`config.mk`:
```
export PLATFORM = sky130hd
export DESIGN_NAME = sft_sqrt
export DESIGN_NICKNAME = d
export VERILOG_FILES = /design/src/design/sft_sqrt.sv
export SDC_FILE = /design/constraint.sdc
export NUM_CORES = 2
export LEC_CHECK = 0
export BUFFER_PORTS_ARGS = -buffer_cell sky130_fd_sc_hd__buf_2
export CAP_MARGIN = 15
export CORE_AREA = 2 2 383 385
export CTS_BUF_LIST = sky130_fd_sc_hd__clkbuf_4 sky130_fd_sc_hd__clkbuf_8
export DETAILED_ROUTE_END_ITERATION = 6
export DIE_AREA = 0 0 385 387
export MAX_ROUTING_LAYER = met4
export PLACE_DENSITY = 0.78
export RECOVER_POWER = 25
export SLEW_MARGIN = 15
export SYNTH_ARGS = -nofsm -noshare
export SYNTH_HDL_FRONTEND = slang
export SYNTH_SLANG_ARGS = --single-unit
```
`constraint.sdc`:
```
create_clock -name clk -period 8.35 [get_ports clk]
set_clock_uncertainty 0.1 [all_clocks]
set_input_delay 0.4175 -clock clk [delete_from_list [all_inputs] [get_ports clk]]
set_output_delay 0.4175 -clock clk [all_outputs]
set_load 0.02 [all_outputs]
```
`src/design/sft_sqrt.sv`:
```
// ----------------------------------------------------------------------------
// Pipelined integer square root
// One root bit per stage, then a round-to-nearest stage; a tag rides along.
// ----------------------------------------------------------------------------
module sft_sqrt #(
    parameter int IN_W  = 50,
    parameter int TAG_W = 8
) (
    input  logic                clk,
    input  logic                rst_n,
    input  logic                en,
    input  logic                in_valid,
    input  logic [IN_W-1:0]     in_rad,
    input  logic [TAG_W-1:0]    in_tag,
    output logic                out_valid,
    output logic [IN_W/2-1:0]   out_root,
    output logic [TAG_W-1:0]    out_tag
);

    localparam int OUT_W = IN_W / 2;
    localparam int RW    = OUT_W + 3;

    logic [IN_W-1:0]  rad_reg  [1:OUT_W-1];
    logic [OUT_W-1:0] root_reg [1:OUT_W];
    logic [RW-1:0]    rem_reg  [1:OUT_W];
    logic             vld_reg  [1:OUT_W];
    logic [TAG_W-1:0] tag_reg  [1:OUT_W];

    logic             out_valid_reg;
    logic [OUT_W-1:0] out_root_reg;
    logic [TAG_W-1:0] out_tag_reg;

    genvar k;
    generate
        for (k = 1; k <= OUT_W; k++) begin : g_stage
            logic [IN_W-1:0]  prev_rad;
            logic [OUT_W-1:0] prev_root;
            logic [RW-1:0]    prev_rem;
            logic             prev_vld;
            logic [TAG_W-1:0] prev_tag;
            logic [RW-1:0]    rem_sh;
            logic [RW-1:0]    trial;
            logic             take;

            if (k == 1) begin : g_first
                assign prev_rad  = in_rad;
                assign prev_root = '0;
                assign prev_rem  = '0;
                assign prev_vld  = in_valid;
                assign prev_tag  = in_tag;
            end
            else begin : g_next
                assign prev_rad  = rad_reg[k-1];
                assign prev_root = root_reg[k-1];
                assign prev_rem  = rem_reg[k-1];
                assign prev_vld  = vld_reg[k-1];
                assign prev_tag  = tag_reg[k-1];
            end

            // bring down the next bit pair, try subtracting 4*root+1
            assign rem_sh = {prev_rem[RW-3:0], prev_rad[IN_W-1 -: 2]};
            assign trial  = RW'({prev_root, 2'b01});
            assign take   = (rem_sh >= trial);

            always_ff @(posedge clk or negedge rst_n)
            begin
                if (!rst_n)
                begin
                    vld_reg[k] <= 1'b0;
                end
                else if (en)
                begin
                    vld_reg[k] <= prev_vld;
                end
            end

            always_ff @(posedge clk)
            begin
                if (en)
                begin
                    root_reg[k] <= {prev_root[OUT_W-2:0], take};
                    rem_reg[k]  <= take ? (rem_sh - trial) : rem_sh;
                    tag_reg[k]  <= prev_tag;
                end
            end

            if (k < OUT_W) begin : g_rad
                always_ff @(posedge clk)
                begin
                    if (en)
                    begin
                        rad_reg[k] <= prev_rad << 2;
                    end
                end
            end
        end
    endgenerate

    always_ff @(posedge clk or negedge rst_n)
    begin
        if (!rst_n)
        begin
            out_valid_reg <= 1'b0;
        end
        else if (en)
        begin
            out_valid_reg <= vld_reg[OUT_W];
        end
    end

    // round to nearest: bump when the remainder exceeds the root
    always_ff @(posedge clk)
    begin
        if (en)
        begin
            out_root_reg <= root_reg[OUT_W]
                          + OUT_W'(rem_reg[OUT_W] > RW'(root_reg[OUT_W]));
            out_tag_reg  <= tag_reg[OUT_W];
        end
    end

    assign out_valid = out_valid_reg;
    assign out_root  = out_root_reg;
    assign out_tag   = out_tag_reg;

endmodule

```
# Word level (Yosys, flattened, before mapping)
# Memories as Yosys holds them, arrays and structs flattened. A register that Yosys moved wholly into a read port is not among the register bits.
# Index checks and enable logic that the tools add are counted.
[classes]
add_sub_neg = 26
n_lt_le_gt_ge = 26
muxes = 27
[op_table]
columns = ["cell", "count"]
rows = [
  ["two-way mux 28 bit", 25],
  ["greater-or-equal comparator 28 x 27 -> 1 bit", 24],
  ["subtractor 28 x 27 -> 28 bit", 24],
  ["greater-than comparator 28 x 25 -> 1 bit", 1],
  ["adder 25 x 1 -> 25 bit", 1],
  ["subtractor 2 x 1 -> 3 bit (second input constant)", 1],
  ["greater-or-equal comparator 2 x 1 -> 1 bit (second input constant)", 1],
  ["two-way mux 1 bit", 2],
]
[totals]
wordCells = 110
n_memories = 4
mem_bits_rw = 2677
ff_bits = 51
[mem_list]
columns = ["memory", "depth", "word_bits", "read_ports", "rd_clocked_by_memory_dff", "wr", "line_no", "rtl"]
rows = [
  ["rad_reg", 24, 48, 24, 0, 24, "23", "logic [IN_W-1:0] rad_reg [1:OUT_W-1];"],
  ["rem_reg", 25, 28, 25, 0, 25, "25", "logic [RW-1:0] rem_reg [1:OUT_W];"],
  ["root_reg", 25, 25, 25, 0, 25, "24", "logic [OUT_W-1:0] root_reg [1:OUT_W];"],
  ["tag_reg", 25, 8, 25, 1, 25, "27", "logic [TAG_W-1:0] tag_reg [1:OUT_W];"],
]

# Longest topological paths before layout
# An unclocked memory read counts as a cell.
[depth]
word_depth = 3
depth_mapped = 20

# Worst setup path after synthesis
# OpenSTA, ideal clock, no wires.
[synth_path]
kind = "flip-flop to flip-flop"
startpoint = "register, netlist name root_reg[0][630]"
endpoint = "register out_root_reg[22] (netlist: out_root[22]), data pin"
required_ps = 7992
arrival_time_ps = 3231
path_slack_ps = 4761
period_less_slack_ps = 3589
path_stages_with_launch = 20
path_buffers = 0
path_cell_list = "edfxtp_1 > inv_1 > ha_1 > a21o_1 > a21o_1 > a21oi_1 > o21ai_0 > a221oi_1 > o221ai_1 > a2111oi_0 > a21oi_1 > ha_1 > ha_1 > and3_1 > nand3_1 > nor2_1 > nand4_1 > nor2_1 > nand3_1 > xnor2_1"
[synth_rtl]
columns = ["item", "line_no", "rtl"]
rows = [
  ["end signal, assigned", "116", "out_root_reg <= root_reg[OUT_W]"],
  ["end, declared", "30", "logic [OUT_W-1:0] out_root_reg;"],
]

==> results.sh <==
export IMPL_cells_traversed_along_the_worst_timing_path="inv_1 -> ha_1 -> nor2b_1 -> o21bai_1 -> a21oi_1 -> o21ai_0 -> a311oi_1 -> a211oi_1 -> o21a_1 -> inv_1 -> o311ai_0 -> xnor2_1"
export IMPL_gate_count_post_synth=5961
export IMPL_fin_total_pwr_mw=23.8
export IMPL_finish_net_count=6859
export IMPL_ys_seq_elements=1801
export IMPL_gr_total_overflow=0
export IMPL_max_stage_delay_ps=780
export IMPL_clock_insertion_delay_worst_skew_ps=970
export IMPL_r2r_end="rem_reg[0][726]"
export IMPL_die_h_um=387
export IMPL_maximum_number_of_pins_on_one_net_before_global_route_repair=200
export IMPL_wl_per_cell_um=17.0
export IMPL_netlist_top_cells_count="sky130_fd_sc_hd__edfxtp_1 (1775), sky130_fd_sc_hd__inv_1 (466), sky130_fd_sc_hd__ha_1 (381)"
export IMPL_global_route_layer_with_the_greatest_usage="met2"
export IMPL_hold_path_depth=2
export IMPL_whs_endpoint="rad_reg[0][68]"
export IMPL_synth_cell_area_um2=80600
export IMPL_gr_usage_all_layers_pct=19.8
export IMPL_finalWeightedCongestion=0.915
export IMPL_finalCritPeriodShare_pct=54.4
export IMPL_worstHoldPathType="input pin to register"
export IMPL_endpoint_kind="register"
export IMPL_setup_buffers_after_cts=0
export IMPL_areaGrowthSynthToFinish_pct=12.1
export IMPL_worst_path_max_fanout=29
export IMPL_drt_total_wl_um=145000
export IMPL_synth_top_area_share_pct=66.1
export IMPL_clk_pin_slew_ps=60
export IMPL_min_from="in_rad[20]"
export IMPL_fill_cells=10549
export IMPL_period_needed_ps=4540
export IMPL_ant_nets=0
export IMPL_reg2reg_setup_slack_ps=3810
export IMPL_worstPathBufferInverterCount=2
export IMPL_r2r_startpoint="root_reg[0][600]"
export IMPL_drt_first_pass_iters=7
export IMPL_synth_yosys_seq_area_share_pct=66.9
export IMPL_status="complete, no violations"
export IMPL_leading_cell_type_by_number_of_instances_after_synthesis="sky130_fd_sc_hd__edfxtp_1"
export IMPL_antenna_violations_before_repair=1
export IMPL_post_route_worst_setup_slack_ps=3810
export IMPL_total_cts_buffers=312
export IMPL_start_util_pct=55.6
export IMPL_detail_route_iter0_violations=3310
export IMPL_yosysUniqueCellTypes=81
export IMPL_viasPerCell=5.53
export IMPL_timing_setup_tns_ps=0
export IMPL_clockRootBuffer="sky130_fd_sc_hd__clkbuf_8"
export IMPL_worst_tran_pin_value_ps=1350
export IMPL_number_of_pins_with_negative_max_slew_slack_in_the_final_report=0
export IMPL_cts_sinks=1801
export IMPL_num_rows=140
export IMPL_grt_pass1_wl_um=234000
export IMPL_setup_worst_path_start_class="register"
export IMPL_finalHoldViolCount=0
export IMPL_pin_count=96
export IMPL_tritoncts="yes"
export IMPL_cts_htree_levels=5
export IMPL_vias=47169
export IMPL_synth_net_count=6404
export IMPL_post_synth_top_area_cell="sky130_fd_sc_hd__edfxtp_1"
export IMPL_worst_path_max_delay_cell="sky130_fd_sc_hd__o21a_1"
export IMPL_slew_headroom_pct=10.2
export IMPL_floorplan_core_area_um2=145000
export IMPL_drive_above_1_share_pct=10.8
export IMPL_timing_setup_critical_path_class="register to register"
export IMPL_yosys_top_cells_area="sky130_fd_sc_hd__edfxtp_1 (66%), sky130_fd_sc_hd__ha_1 (5.9%), sky130_fd_sc_hd__xnor2_1 (3.0%)"
export IMPL_critPathMostFrequentCell="sky130_fd_sc_hd__inv_1"
export IMPL_ys_async_sr_fraction_pct=1.44
export IMPL_worst_setup_timing_slack_at_the_placement_stage_ps=3820
export IMPL_cap_viol_max_count=0
export IMPL_final_area_um2=90400
export IMPL_gr_usage_met2_pct=33.4
export IMPL_worst_r2r_path_depth=12
export IMPL_die_w_um=385
export IMPL_groute_layer_met1_usage_pct=23.4
export IMPL_power_static_leakage_nw=34.9
export IMPL_power_per_cell_area_nw_per_um2=263
export IMPL_placement_cell_area_um2=83500
export IMPL_synth_enable_flop_cells=1775
export IMPL_postSynthAreaPerCell_um2=13.5
export IMPL_peak_freq_mhz=220
export IMPL_path_delay_family="compound AO/OA/AOI/OAI gates"
export IMPL_grt_pass1_vias=47276
export IMPL_port_buffers=95
export IMPL_synth_yosys_warnings=0
export IMPL_detailed_placer_s_ending_hpwl_um=96900
export IMPL_worst_path_arrival_ps=5110
export IMPL_globalRouteMet3Util_pct=3.17
export IMPL_floorplan_die_area_um2=149000
export IMPL_worstPathRequired_ps=8920
export IMPL_power_ir_vdd_worst_uv=217
export IMPL_flip_flop_count_of_the_largest_register_after_layout=617
export IMPL_synth_main_ff_cell="sky130_fd_sc_hd__edfxtp_1"
export IMPL_post_route_util_pct=62.4
export IMPL_maximum_clock_path_buffer_count=4
export IMPL_post_route_drc_count=0
export IMPL_rsz0062_at_grt="false"
export IMPL_report_final_setup_viol=0
-- what timing repair did --
item / 4_1_cts / 5_1_grt
hold buffers: 118 / 0
endpoints found under the hold margin: 219 / 0
resized for setup: 0 / 0
endpoints found under the setup margin: 0 / 0
-- stage by stage --
step / hold slack, ps / std cells
after global placement: 300 / 7901
after floorplan: 21.9 / 5961
after detailed placement: 305 / 7901
after global routing: 50.5 / 8536
final: 119 / 8536
after CTS: 3.66 / 8535
-- area by class of cell --
cell class	count	area, um2	share of cell area (%)
inverter	466	1750	1.94
timing repair buffer	245	1990	2.20
antenna	1	2.50	0.00277
multi-input combinational	3590	24600	27.2
sequential	1801	54000	59.7
clock buffer	412	5120	5.67
tap	1917	2400	2.65
clock inverter	104	562	0.622
-- worst max-delay path by stage --
stage | start | to | slack (ps) | depth (start not counted)
after global routing | rem_reg[0][672] | rem_reg[0][726] | 3310 | 11
after detailed placement | root_reg[0][600] | rem_reg[0][726] | 3820 | 12
after CTS | root_reg[0][600] | rem_reg[0][726] | 3820 | 12
after floorplan | root_reg[0][630] | out_root[22] | 4760 | 19
after global placement | root_reg[0][600] | rem_reg[0][726] | 3950 | 12
final | root_reg[0][600] | rem_reg[0][726] | 3810 | 12
-- power breakdown --
| part | internal, mW | total (mW) | switching, mW |
|---|---|---|---|
| clock network | 4.08 | 7.40 | 3.33 |
| registers | 11.4 | 12.0 | 0.632 |
| logic | 1.89 | 4.40 | 2.51 |
-- cell usage in the layout (no fill, tap or decap), drive strengths merged, types with 12 or more instances in the layout --
cell	count
xor2	245
nor2	367
o21a	73
a21o	143
clkbuf	416
nor4	74
or3	70
dlygate4sd3	117
and4	16
nand3	102
xnor2	280
o211ai	16
a31oi	31
clkinv	95
edfxtp	1775
or4	23
mux2	72
o21ai	285
and2	16
nand3b	26
nor3	130
nor2b	59
or2	40
a211oi	28
nand4	52
nand2	372
and3	34
ha	381
a21boi	12
dfrtp	26
inv	468
a21oi	362
buf	124
nand2b	69
o21bai	28
o31ai	40
-- layer usage --
layer / part of all wire, % / vias to the layer above
met5: 0 / -
met4: 4.1 / 0
met3: 4.0 / 424
met2: 51 / 1141
met1: 41 / 22583
li1: - / 23021
-- cell families (layout without fill, tap and decap cells) --
| group | after synthesis | after routing | synth area share (%) |
|---|---|---|---|
| flip-flops | 1801 | 1801 | 66.9 |
| AND/OR/NAND/NOR | 1481 | 1481 | 9.10 |
| AO/OA/AOI/OAI | 1125 | 1125 | 8.62 |
| buffers and inverters | 570 | 1227 | 2.67 |
| XOR/XNOR | 525 | 525 | 5.70 |
| adder cells (fa/ha/maj) | 381 | 381 | 5.91 |
| multiplexers | 77 | 77 | 1.07 |
| other | 1 | 2 | 0.00465 |
(Power assumes the default switching activity.)
